<file path="config.mk">
export PLATFORM = sky130hd
export DESIGN_NAME = sfc_cfg
export DESIGN_NICKNAME = d
export VERILOG_FILES = /design/src/hdl/sfc_pkg.sv /design/src/hdl/sfc_cfg.sv
export SDC_FILE = /design/constraint.sdc
export NUM_CORES = 1
export LEC_CHECK = 0
export BUFFER_PORTS_ARGS = -buffer_cell sky130_fd_sc_hd__buf_2
export CORE_AREA = 2 2 171 173
export DETAILED_ROUTE_END_ITERATION = 16
export DIE_AREA = 0 0 173 175
export PLACE_DENSITY = 0.73
export SLEW_MARGIN = 20
export SYNTH_ARGS = -nofsm -noshare
export SYNTH_HDL_FRONTEND = slang
export SYNTH_SLANG_ARGS = --single-unit
</file>
<file path="constraint.sdc">
create_clock -name i_clk -period 2.5 [get_ports i_clk]
set_input_delay 0.25 -clock i_clk [delete_from_list [all_inputs] [get_ports i_clk]]
set_output_delay 0.25 -clock i_clk [all_outputs]
set_load 0.05 [all_outputs]
</file>
<file path="src/hdl/sfc_pkg.sv">
// Shared types and constants for the sphere/frustum cull test.
// Used by sfc_cfg, sfc_plane and sphere_frustum_cull_test; no dependencies.
`timescale 1ns / 1ps
`default_nettype none

package sfc_pkg;

    localparam int DEF_COORD_WIDTH = 16;
    localparam int NORM_WIDTH      = 16;
    localparam int NORM_FRAC       = 14;
    localparam int NORM_PACK_W     = 3 * NORM_WIDTH;
    localparam int NUM_PLANES      = 6;
    localparam int CFG_IDX_W       = 3;
    // Corner registers hold at most 64 bits; components beyond read as zero.
    localparam int CORNER_MAX_W    = 64;

    // Plane order; the first three planes use the near corner.
    localparam int PLANE_LEFT   = 0;
    localparam int PLANE_FRONT  = 1;
    localparam int PLANE_BOTTOM = 2;
    localparam int PLANE_RIGHT  = 3;
    localparam int PLANE_BACK   = 4;
    localparam int PLANE_TOP    = 5;
    localparam int NEAR_PLANES  = 3;

    typedef enum logic [CFG_IDX_W-1:0] {
        REG_NEAR_CORNER   = 3'd0,
        REG_FAR_CORNER    = 3'd1,
        REG_NORMAL_LEFT   = 3'd2,
        REG_NORMAL_FRONT  = 3'd3,
        REG_NORMAL_BOTTOM = 3'd4,
        REG_NORMAL_RIGHT  = 3'd5,
        REG_NORMAL_BACK   = 3'd6,
        REG_NORMAL_TOP    = 3'd7
    } t_cfg_reg;

    // Load enables of the pipeline stages.
    typedef struct packed {
        logic s1;
        logic s2;
        logic s3;
        logic s4;
    } t_stage_en;

endpackage

`default_nettype wire

</file>
<file path="src/hdl/sfc_cfg.sv">
// Frustum configuration registers: two corners and six plane normals.
// Depends on sfc_pkg.
`timescale 1ns / 1ps
`default_nettype none

module sfc_cfg #(
    parameter int COORD_WIDTH = sfc_pkg::DEF_COORD_WIDTH,
    localparam int CornerW = (3 * COORD_WIDTH > sfc_pkg::CORNER_MAX_W) ?
                             sfc_pkg::CORNER_MAX_W : 3 * COORD_WIDTH,
    localparam int CfgW    = (CornerW > sfc_pkg::NORM_PACK_W) ?
                             CornerW : sfc_pkg::NORM_PACK_W
) (
    input  wire                                  i_clk,
    input  wire                                  i_rst_n,
    input  wire                                  i_cfg_valid,
    input  wire [sfc_pkg::CFG_IDX_W-1:0]         i_cfg_index,
    input  wire [CfgW-1:0]                       i_cfg_data,
    output logic [CornerW-1:0]                   o_near,
    output logic [CornerW-1:0]                   o_far,
    output logic [sfc_pkg::NUM_PLANES-1:0][sfc_pkg::NORM_PACK_W-1:0] o_normal
);

    logic [CornerW-1:0] r_near;
    logic [CornerW-1:0] r_far;
    logic [sfc_pkg::NUM_PLANES-1:0][sfc_pkg::NORM_PACK_W-1:0] r_normal;

    always_ff @(posedge i_clk) begin
        if (!i_rst_n) begin
            r_near   <= '0;
            r_far    <= '0;
            r_normal <= '0;
        end else if (i_cfg_valid) begin
            case (sfc_pkg::t_cfg_reg'(i_cfg_index))
                sfc_pkg::REG_NEAR_CORNER: begin
                    r_near <= i_cfg_data[CornerW-1:0];
                end
                sfc_pkg::REG_FAR_CORNER: begin
                    r_far <= i_cfg_data[CornerW-1:0];
                end
                sfc_pkg::REG_NORMAL_LEFT: begin
                    r_normal[sfc_pkg::PLANE_LEFT] <= i_cfg_data[sfc_pkg::NORM_PACK_W-1:0];
                end
                sfc_pkg::REG_NORMAL_FRONT: begin
                    r_normal[sfc_pkg::PLANE_FRONT] <= i_cfg_data[sfc_pkg::NORM_PACK_W-1:0];
                end
                sfc_pkg::REG_NORMAL_BOTTOM: begin
                    r_normal[sfc_pkg::PLANE_BOTTOM] <= i_cfg_data[sfc_pkg::NORM_PACK_W-1:0];
                end
                sfc_pkg::REG_NORMAL_RIGHT: begin
                    r_normal[sfc_pkg::PLANE_RIGHT] <= i_cfg_data[sfc_pkg::NORM_PACK_W-1:0];
                end
                sfc_pkg::REG_NORMAL_BACK: begin
                    r_normal[sfc_pkg::PLANE_BACK] <= i_cfg_data[sfc_pkg::NORM_PACK_W-1:0];
                end
                sfc_pkg::REG_NORMAL_TOP: begin
                    r_normal[sfc_pkg::PLANE_TOP] <= i_cfg_data[sfc_pkg::NORM_PACK_W-1:0];
                end
                default: begin
                    r_near <= r_near;
                end
            endcase
        end
    end

    assign o_near   = r_near;
    assign o_far    = r_far;
    assign o_normal = r_normal;

endmodule

`default_nettype wire

</file>
== Yosys cells after proc, flatten, opt, wreduce, memory -nomap -nowiden ==
Index checks and enable logic that the tools add are counted.

* Equality and inequality tests: 7
* Reduce and logical (&&, ||, !) cells: 9

{| class="wikitable"
|+ Operators by type and width
! cell !! number
|-
| AND reduction 2 bit || 8
|-
| == test 3 bit (second input constant) || 4
|-
| == test 3 x 2 -> 1 bit (second input constant) || 2
|-
| == test 3 x 1 -> 1 bit (second input constant) || 1
|-
| zero test 3 bit || 1
|}

* Flip-flop bits (word level): 384
* Bits of input ports: 54
* Output and inout port bits: 384
* Word-level logic and storage cells: 24

== Depth between registers and ports, before layout ==
Gate-level depths: netlist (run 1).

* Word-level depth: 2
* Gate-level depth with buffers: 6
* Mapped depth without buffers: 2

== Least setup slack after synthesis (run 1) ==
OpenSTA, ideal clock, no wires.

* Path type: in2reg
* From: input i_cfg_index[0] (netlist bit)
* To: register r_near[11] (netlist: o_near[11])
* Setup time: 0.073 ns
* Data arrival time: 1.236 ns
* Required time: 2.427 ns
* Setup slack: 1.191 ns
* Cell stages on the path: 5
* Path buffers: 3
* Cell sequence: buf_2 -> nor4b_4 -> buf_6 -> buf_8 -> mux2i_1

* Longest elaborated chain between the ends: 2

{| class="wikitable"
|+ RTL lines
! item !! RTL line !! RTL
|-
| from (decl) || sfc_cfg.sv:16 || <nowiki>input wire [sfc_pkg::CFG_IDX_W-1:0] i_cfg_index,</nowiki>
|-
| zero test 3 bit || sfc_cfg.sv:33 || <nowiki>case (sfc_pkg::t_cfg_reg'(i_cfg_index))</nowiki>
|-
| AND reduction 2 bit (no source line) || -- ||
|-
| to (signal assigned) || sfc_cfg.sv:35 || <nowiki>r_near <= i_cfg_data[CornerW-1:0];</nowiki>
|-
| to (signal assigned) || sfc_cfg.sv:59 || <nowiki>r_near <= r_near;</nowiki>
|-
| to (decl) || sfc_cfg.sv:23 || <nowiki>logic [CornerW-1:0] r_near;</nowiki>
|}

Every way passes these cells.
A chain may end at the register's enable or synchronous reset.

== Final worst setup path (run 1) ==
* From: register r_normal, in the netlist o_normal[37]
* To: output o_normal[37] (netlist bit)

{| class="wikitable"
|+ RTL lines
! item !! RTL line !! RTL
|-
| from (decl) || sfc_cfg.sv:25 || <nowiki>logic [sfc_pkg::NUM_PLANES-1:0][sfc_pkg::NORM_PACK_W-1:0] r_normal;</nowiki>
|-
| from (signal, indexed assignment) || sfc_cfg.sv:41 || <nowiki>r_normal[sfc_pkg::PLANE_LEFT] <= i_cfg_data[sfc_pkg::NORM_PACK_W-1:0];</nowiki>
|-
| from (signal, indexed assignment) || sfc_cfg.sv:44 || <nowiki>r_normal[sfc_pkg::PLANE_FRONT] <= i_cfg_data[sfc_pkg::NORM_PACK_W-1:0];</nowiki>
|-
| from (signal, indexed assignment) || sfc_cfg.sv:47 || <nowiki>r_normal[sfc_pkg::PLANE_BOTTOM] <= i_cfg_data[sfc_pkg::NORM_PACK_W-1:0];</nowiki>
|-
| to (decl) || sfc_cfg.sv:20 || <nowiki>output logic [sfc_pkg::NUM_PLANES-1:0][sfc_pkg::NORM_PACK_W-1:0] o_normal</nowiki>
|}

No word-level cell between the ends.

==> flow_summary.ini, run 1 <==
[timing]
fin_crit_ns = 1.41
slew_viol_final = 0
rsz0062_at_grt = false
relSlewSlack = 0.369
period_share = 0.565
finalHoldViolations = 0
clock.fmax_mhz = 708
worst_pin_slew_ns = 0.946
skew_ns = 0
tns_ns = 0
fin_ws_ns = 1.09
setup_viol = 0

[synthesis]
synth-xor-area-share = 0
synthAdderAreaFrac = 0
ys_ff_latch = 384
synthSimpleGateAreaFrac = 0.125
syn-mean-instance-area_sq_um = 10.6
syn-num-nets = 1357
synth_top_family_by_area = multiplexers
yosys_warnings = 0
ys_top_cells_by_area = dfxtp_1, mux2i_1, nand2_1, clkbuf_1, buf_2
syn-cell-area_sq_mm = 0.0138
yosysUniqueCellTypes = 14
synth_top_area_frac = 0.558
ys.flop_type = dfxtp_1
synth_area_leader_cell = dfxtp_1
synth_compound_area_frac = 0
synth_most_common_cell = nand2_1
synthArstFlopShare = 0
ys_seq_area_frac = 0.558
synthMuxAreaShare = 0.279
synthCells = 1303
synth_common_cells = nand2_1, dfxtp_1, mux2i_1, clkbuf_1, buf_2
synth-edff-count = 0

[detailed_routing]
num_vias = 10800
drc = 0
drt-total-wl_um = 40000
drt_iter0_drc = 647
drt-pass1-iter-count = 5
via_per_inst = 5.09
post_drt_wl_per_cell_um = 18.8
postRouteAntennaNets = 0

[floorplan]
num_io_pins = 438
fp-row-count = 62
die_w_um = 173
core_area_sq_mm = 0.0284
die_area_sq_mm = 0.0303
die_h_um = 175
start_util = 0.485

[cts]
cts_tree = done
cts_buffers = 40
clk_pin_slew_ns = 0.06
hold_buffers = 0
cts_resized = 0
clock_path_buffers = 3
clk_latency_ns = 0.51
postCtsSetupRepairBufs = 0
ctsRootBufferMaster = clkbuf_16
cts_sinks = 384
htreeDepth = 2

[final_layout]
drive_above_1_share = 0.305
design_area_sq_mm = 0.0176
n_antenna_cell = 0
num-nets-final = 1766
fin_cells = 2125
final_util = 0.621
areaGrowthSynthToFinish_pct = 27.9

[outcome]
status = complete, no violations

[place]
portBuffers = 437
preCtsSetupSlack_ns = 0.629
dp.cells = 2054
dpl_cell_area_sq_mm = 0.0163
gp_congestion = 0.800
hpwlAfterDp_um = 27200

[setup_path]
path_cells = buf_2
slowest_stage = dfxtp_1
arrival_ns = 1.16
cp_top_family = flip-flops
worst-path-buf-inv = 1
crit_path_max_incr_delay_ns = 0.36
start_kind = flip-flop
cp.required_ns = 2.25
crit_type = reg -> out
worst_setup_path_end_kind = primary output
crit_fanout = 2

[power_and_ir_drop]
ir_drop_uv = 555
p_sw_mw = 3.36
p_leak_nw = 9.99
comb_power_share = 0.092
power_frac_seq = 0.469
pwr-share-clk = 0.439
power_density_mw_per_mm2 = 765
switching_share = 0.249
intPower_mw = 10.1

[grt]
track_usage = 0.254
grt_pass1_vias = 10500
grt_first_pass_wirelength_um = 60900
antenna_found_initial = 0
grt_max_degree = 55
grt-ovfl-total = 0

[job]
drv_cap = 0

[min_path]
hold_class = in -> reg
## state kept, by name, indices dropped and copies added (netlist names)
register / count
o_near: 48
o_normal: 288
o_far: 48
## cell families (layout without fill, tap and decap cells)
group         after synthesis  after routing
buf+inv                    95            533
mux                       384            384
simple gates              440            440
flops                     384            384
## cell type report
class                   count  area (sq um)
well taps                 384           480
fillers                  2379         10800
flip-flops and latches    384          7690
repair buffers            462          2510
clock buffers              60          1220
multi-input cells         824          5620
clock inverters            11           111
## per-stage QoR
step	power (mW)	hold slack, ns
after global placement	7.69	0.438
final	13.5	0.117
after floorplan	7.34	0.528
after CTS	13.6	0.104
after detailed placement	7.70	0.443
after global routing	13.9	0.126
## worst min-delay path, stage by stage
cell and delay, ns:
buf_8 0.18, nand2_1 0.09, mux2i_1 0.05
## worst paths after layout
path	startpoint	end	slack [ns]	cells after the start
worst min register to register	o_near[47]	o_near[47]	0.45	2
worst max-delay path	o_normal[37]	o_normal[37]	1.09	1
worst max register to register	o_normal[167]	o_normal[167]	1.85	2
worst min-delay path	i_rst_n	o_far[6]	0.12	3
## layer usage
metal | vias to the layer above | part of all wire | global-route usage
met5 | - | 0 | 0
met4 | 0 | 0.031 | 0.0897
met3 | 73 | 0.073 | 0.0664
met2 | 427 | 0.48 | 0.430
met1 | 5206 | 0.42 | 0.315
li1 | 5114 | - | -
## power groups by stage
stage	registers, mW	logic (mW)	clock network (mW)
2_1_floorplan	6.92	0.413	0
3_3_place_gp	6.45	1.24	0
3_5_place_dp	6.45	1.25	0
4_1_cts	6.32	1.25	6.00
5_1_grt	6.33	1.30	6.26
6_report	6.32	1.25	5.92
## layout by cell type, fill, tap and decap left out
cell,synthesis,final
nand4b_4,0,1
buf_8,2,1
clkinv_4,0,1
buf_12,0,10
clkbuf_16,0,41
nor4b_4,1,1
nand2_1,432,432
nand4bb_4,0,3
clkinvlp_4,0,1
bufinv_16,0,2
clkinv_2,0,7
mux2i_1,384,384
buf_2,24,436
dfxtp_1,384,384
buf_4,13,15
clkbuf_8,0,12
nand4_1,1,1
nand4b_1,2,2
clkbuf_1,41,7
Note: power is estimated with default switching activity, not from simulation.
==> run 2: changes to the inputs <==
--- a/config.mk
+++ b/config.mk
@@ -6,10 +6,10 @@
 export NUM_CORES = 1
 export LEC_CHECK = 0
 export BUFFER_PORTS_ARGS = -buffer_cell sky130_fd_sc_hd__buf_2
-export CORE_AREA = 2 2 171 173
+export CORE_MARGIN = 2
+export CORE_UTILIZATION = 51
 export DETAILED_ROUTE_END_ITERATION = 16
-export DIE_AREA = 0 0 173 175
-export PLACE_DENSITY = 0.73
+export PLACE_DENSITY = 0.76
 export SLEW_MARGIN = 20
 export SYNTH_ARGS = -nofsm -noshare
 export SYNTH_HDL_FRONTEND = slang
==> constraint.sdc (replaced) <==
create_clock -name i_clk -period 1.4 [get_ports i_clk]
set_input_delay 0.14 -clock i_clk [delete_from_list [all_inputs] [get_ports i_clk]]
set_output_delay 0.14 -clock i_clk [all_outputs]
set_load 0.05 [all_outputs]
==> flow_summary.ini, run 2 (synthesis gave the netlist of run 1 again) <==
[floorplan]
start_util = 0.516
die_area_sq_mm = 0.0284
fp-row-count = 60
core_area_sq_mm = 0.0267
die_w_um = 168
num_io_pins = 438
die_h_um = 168

[cts]
clk_pin_slew_ns = 0.06
postCtsSetupRepairBufs = 0
clock_path_buffers = 3
clk_latency_ns = 0.50
cts_buffers = 39
cts_tree = done
htreeDepth = 2
cts_sinks = 384
ctsRootBufferMaster = clkbuf_16

[timing]
finalHoldViolations = 0
skew_ns = 0
relSlewSlack = 0.694
rsz0062_at_grt = false
slew_viol_final = 0
worst_pin_slew_ns = 0.458
tns_ns = 0
period_share = 0.982
clock.fmax_mhz = 727
fin_ws_ns = 0.0253
setup_viol = 0
fin_crit_ns = 1.37

[detailed_routing]
via_per_inst = 5.21
drc = 0
post_drt_wl_per_cell_um = 19.3
drt-pass1-iter-count = 4
drt_iter0_drc = 562
drt-total-wl_um = 40500
postRouteAntennaNets = 0
num_vias = 10900

[grt]
track_usage = 0.276
antenna_found_initial = 1
grt_pass1_vias = 11000
grt_first_pass_wirelength_um = 61600
grt-ovfl-total = 0
grt_max_degree = 39

[power_and_ir_drop]
p_leak_nw = 10.1
power_density_mw_per_mm2 = 1330
ir_drop_uv = 929

[setup_path]
path_cells = dlygate4sd3_1 -> buf_8 -> buf_12 -> nand2_1 -> mux2i_1
worst_setup_path_end_kind = flip-flop
crit_fanout = 33
worst_r2r_path_depth = 2
arrival_ns = 1.80
start_kind = input pin
slowest_stage = dlygate4sd3_1
cp.required_ns = 1.83
crit_path_max_incr_delay_ns = 0.56
crit_type = in -> reg
r2r_slack_ns = 0.70

[place]
dp.cells = 2028
portBuffers = 437
dpl_cell_area_sq_mm = 0.0165
preCtsSetupSlack_ns = 0.0289
gp_congestion = 0.844
hpwlAfterDp_um = 28200

[final_layout]
final_common_cell = buf_2
final_cell_mix = buf_2, nand2_1, mux2i_1, dfxtp_1, clkbuf_16
areaGrowthSynthToFinish_pct = 29.3
n_fill_cell = 2092
drive_above_1_share = 0.310
largest_reg_flops = 288
fin_cells = 2098
design_area_sq_mm = 0.0178
num-nets-final = 1783

[min_path]
hold_class = in -> reg
hold_depth = 3

[outcome]
status = complete, no violations

[job]
drv_cap = 0
run 2: changes by cell type in the layout (fill, tap and decap cells not counted), moves of 2 or more:
cell and change:
nand2_1 -2, buf_12 +14, nand2_2 +2, clkbuf_8 -4
buf_4 +3, clkinv_2 -3, clkbuf_1 +3
run 2: per-layer routing:
layer | vias up | track usage | part of all wire
met3 | 118 | 0.0790 | 0.079
met1 | 5233 | 0.319 | 0.40
met5 | - | 0 | 0
li1 | 5153 | - | -
met4 | 0 | 0.130 | 0.047
met2 | 427 | 0.473 | 0.47
run 2: layout make-up:
class / count / area, sq um / area share
antenna: 1 / 2.50 / 0.000140
clock buffer: 59 / 1170 / 0.0659
clock inverter: 9 / 83.8 / 0.00470
multi-input combinational: 824 / 5620 / 0.316
sequential: 384 / 7690 / 0.431
tap: 341 / 427 / 0.0239
timing repair buffer: 480 / 2820 / 0.158
run 2: per-stage QoR:
| step | hold WS, ns | power [mW] | utilization |
|---|---|---|---|
| floorplan | 0.418 | 13.1 | - |
| global route | 0.0570 | 24.4 | 0.667 |
| detailed placement | 0.443 | 13.8 | 0.619 |
| CTS | 0.0568 | 23.9 | 0.667 |
| finish | 0.0620 | 23.7 | 0.667 |
| global placement | 0.439 | 13.8 | 0.619 |
run 2: worst max-delay path, delay by kind of cell:
| kind | cells | cell delay (ns) |
|---|---|---|
| multiplexers | 1 | 0.25 |
| AND/OR/NAND/NOR | 1 | 0.32 |
| buffers and inverters | 3 | 1.05 |
run 2: power breakdown:
part	leakage, nW	switching (mW)	internal (mW)
combinational	6.39	1.70	0.594
clock	0.617	4.17	5.98
sequential	3.11	0.121	11.2
total	10.1	6.00	17.7
run 2: timing repair:
action | in CTS | in global routing
hold buffers | 1 | 0
hold endpoints to repair | 8 | 0
resized for setup | 0 | 2
setup endpoints to repair | 0 | 4
run 2: worst paths after layout:
kind	startpoint	to
setup / recovery	i_rst_n	o_normal[214]
hold / removal	i_cfg_data[13]	o_normal[205]
setup reg to reg	o_normal[272]	o_normal[272]
hold reg to reg	o_normal[71]	o_normal[71]
==> run 3: changes to the inputs <==
--- a/config.mk
+++ b/config.mk
@@ -6,10 +6,11 @@
 export NUM_CORES = 1
 export LEC_CHECK = 0
 export BUFFER_PORTS_ARGS = -buffer_cell sky130_fd_sc_hd__buf_2
+export CAP_MARGIN = 10
 export CORE_MARGIN = 2
 export CORE_UTILIZATION = 51
 export DETAILED_ROUTE_END_ITERATION = 16
-export PLACE_DENSITY = 0.76
+export PLACE_DENSITY_LB_ADDON = 0.1
 export SLEW_MARGIN = 20
 export SYNTH_ARGS = -nofsm -noshare
 export SYNTH_HDL_FRONTEND = slang
==> flow_summary.ini, run 3 (synthesis gave the netlist of run 1 again) <==
[floorplan]
num_io_pins = 438
fp-row-count = 60
start_util = 0.516
core_area_sq_mm = 0.0267
die_h_um = 168
die_area_sq_mm = 0.0284
die_w_um = 168

[power_and_ir_drop]
pwr-share-clk = 0.421
p_leak_nw = 10.1
p_sw_mw = 5.88
ir_drop_uv = 890
switching_share = 0.251
intPower_mw = 17.6
power_frac_seq = 0.481
comb_power_share = 0.098
total_power_mw = 23.5
power_density_mw_per_mm2 = 1320

[timing]
fin_crit_ns = 1.33
slew_viol_final = 0
finalHoldViolations = 0
period_share = 0.947
worst_pin_slew_ns = 0.424
clock.fmax_mhz = 754
setup_viol = 0
rsz0062_at_grt = false
tns_ns = 0
relSlewSlack = 0.717
skew_ns = 0

[place]
dpl_cell_area_sq_mm = 0.0166
portBuffers = 437
hpwlAfterDp_um = 27800
gp_congestion = 0.798

[cts]
ctsRootBufferMaster = clkbuf_16
cts_resized = 0
postCtsSetupRepairBufs = 0
cts_tree = done
cts_buffers = 39
clk_latency_ns = 0.51
clock_path_buffers = 3
clk_pin_slew_ns = 0.06
htreeDepth = 2
cts_sinks = 384
hold_buffers = 0

[grt]
grt_first_pass_wirelength_um = 60100
grt_pass1_vias = 10500
track_usage = 0.271
grt-ovfl-total = 0
antenna_found_initial = 1
grt_max_degree = 41

[setup_path]
worst_setup_path_end_kind = primary output
cp.required_ns = 1.26
crit_fanout = 2
worst-path-buf-inv = 1
arrival_ns = 1.19
path_cells = buf_2
start_kind = flip-flop
crit_path_max_incr_delay_ns = 0.38
slowest_stage = dfxtp_1
cp_top_family = flip-flops
crit_type = reg -> out

[detailed_routing]
drt-total-wl_um = 39600
postRouteAntennaNets = 0
drt_iter0_drc = 542
num_vias = 10800
via_per_inst = 5.10
drt-pass1-iter-count = 4
post_drt_wl_per_cell_um = 18.8
drc = 0

[final_layout]
final_cell_mix = buf_2, nand2_1, mux2i_1, dfxtp_1, clkbuf_16
num-nets-final = 1798
areaGrowthSynthToFinish_pct = 29.3
largest_reg_flops = 288
design_area_sq_mm = 0.0178
drive_above_1_share = 0.315
final_common_cell = buf_2

[min_path]
hold_class = in -> reg

[outcome]
status = complete, no violations

[job]
drv_cap = 0
## run 3: changes by cell type in the layout (fill, tap and decap cells not counted)
cell,change
clkinv_2,+2
clkbuf_1,-2
buf_4,+21
nand2_1,+2
nand2_2,-2
inv_6,-1
bufinv_16,-1
clkbuf_8,+1
clkinv_4,-2
dlygate4sd3_1,-1
buf_12,-5
## run 3: cell type report
type,instances,area (sq um)
clock buffers,58,1180
clock inverters,7,37.5
diodes,1,2.50
repair buffers,495,2870
multi-input cells,824,5620
flip-flops and latches,384,7690
fillers,2242,8900
well taps,341,427
## run 3: stage by stage
step	std cells	hold slack, ns	setup WS (ns)	utilization
finish	2110	0.0160	0.0738	0.667
CTS	2109	0.00627	0.0493	0.667
global placement	2044	0.440	0.107	0.621
floorplan	1303	0.418	0.201	-
global route	2110	0.0278	0.0426	0.667
detailed placement	2044	0.445	0.0224	0.621
## run 3: worst paths after layout
path / startpoint / endpoint / slack (ns) / depth (start not counted)
min: i_rst_n / o_normal[252] / 0.02 / 3
min reg2reg: o_near[28] / o_near[28] / 0.45 / 2
max reg2reg: o_normal[35] / o_normal[35] / 0.74 / 2
max: o_normal[182] / o_normal[182] / 0.07 / 1
## run 3: per-layer routing
| metal | GRT usage | vias up | part of all wire |
|---|---|---|---|
| li1 | - | 5189 | - |
| met1 | 0.336 | 5142 | 0.42 |
| met2 | 0.452 | 352 | 0.47 |
| met3 | 0.0766 | 69 | 0.074 |
| met4 | 0.101 | 0 | 0.034 |
| met5 | 0 | - | 0 |
## run 3: power groups by stage
stage / sequential [mW] / clock, mW / combinational [mW]
floorplan: 12.4 / 0 / 0.737
global placement: 11.5 / 0 / 2.28
detailed placement: 11.5 / 0 / 2.30
CTS: 11.3 / 10.0 / 2.30
global route: 11.3 / 10.5 / 2.41
finish: 11.3 / 9.87 / 2.29
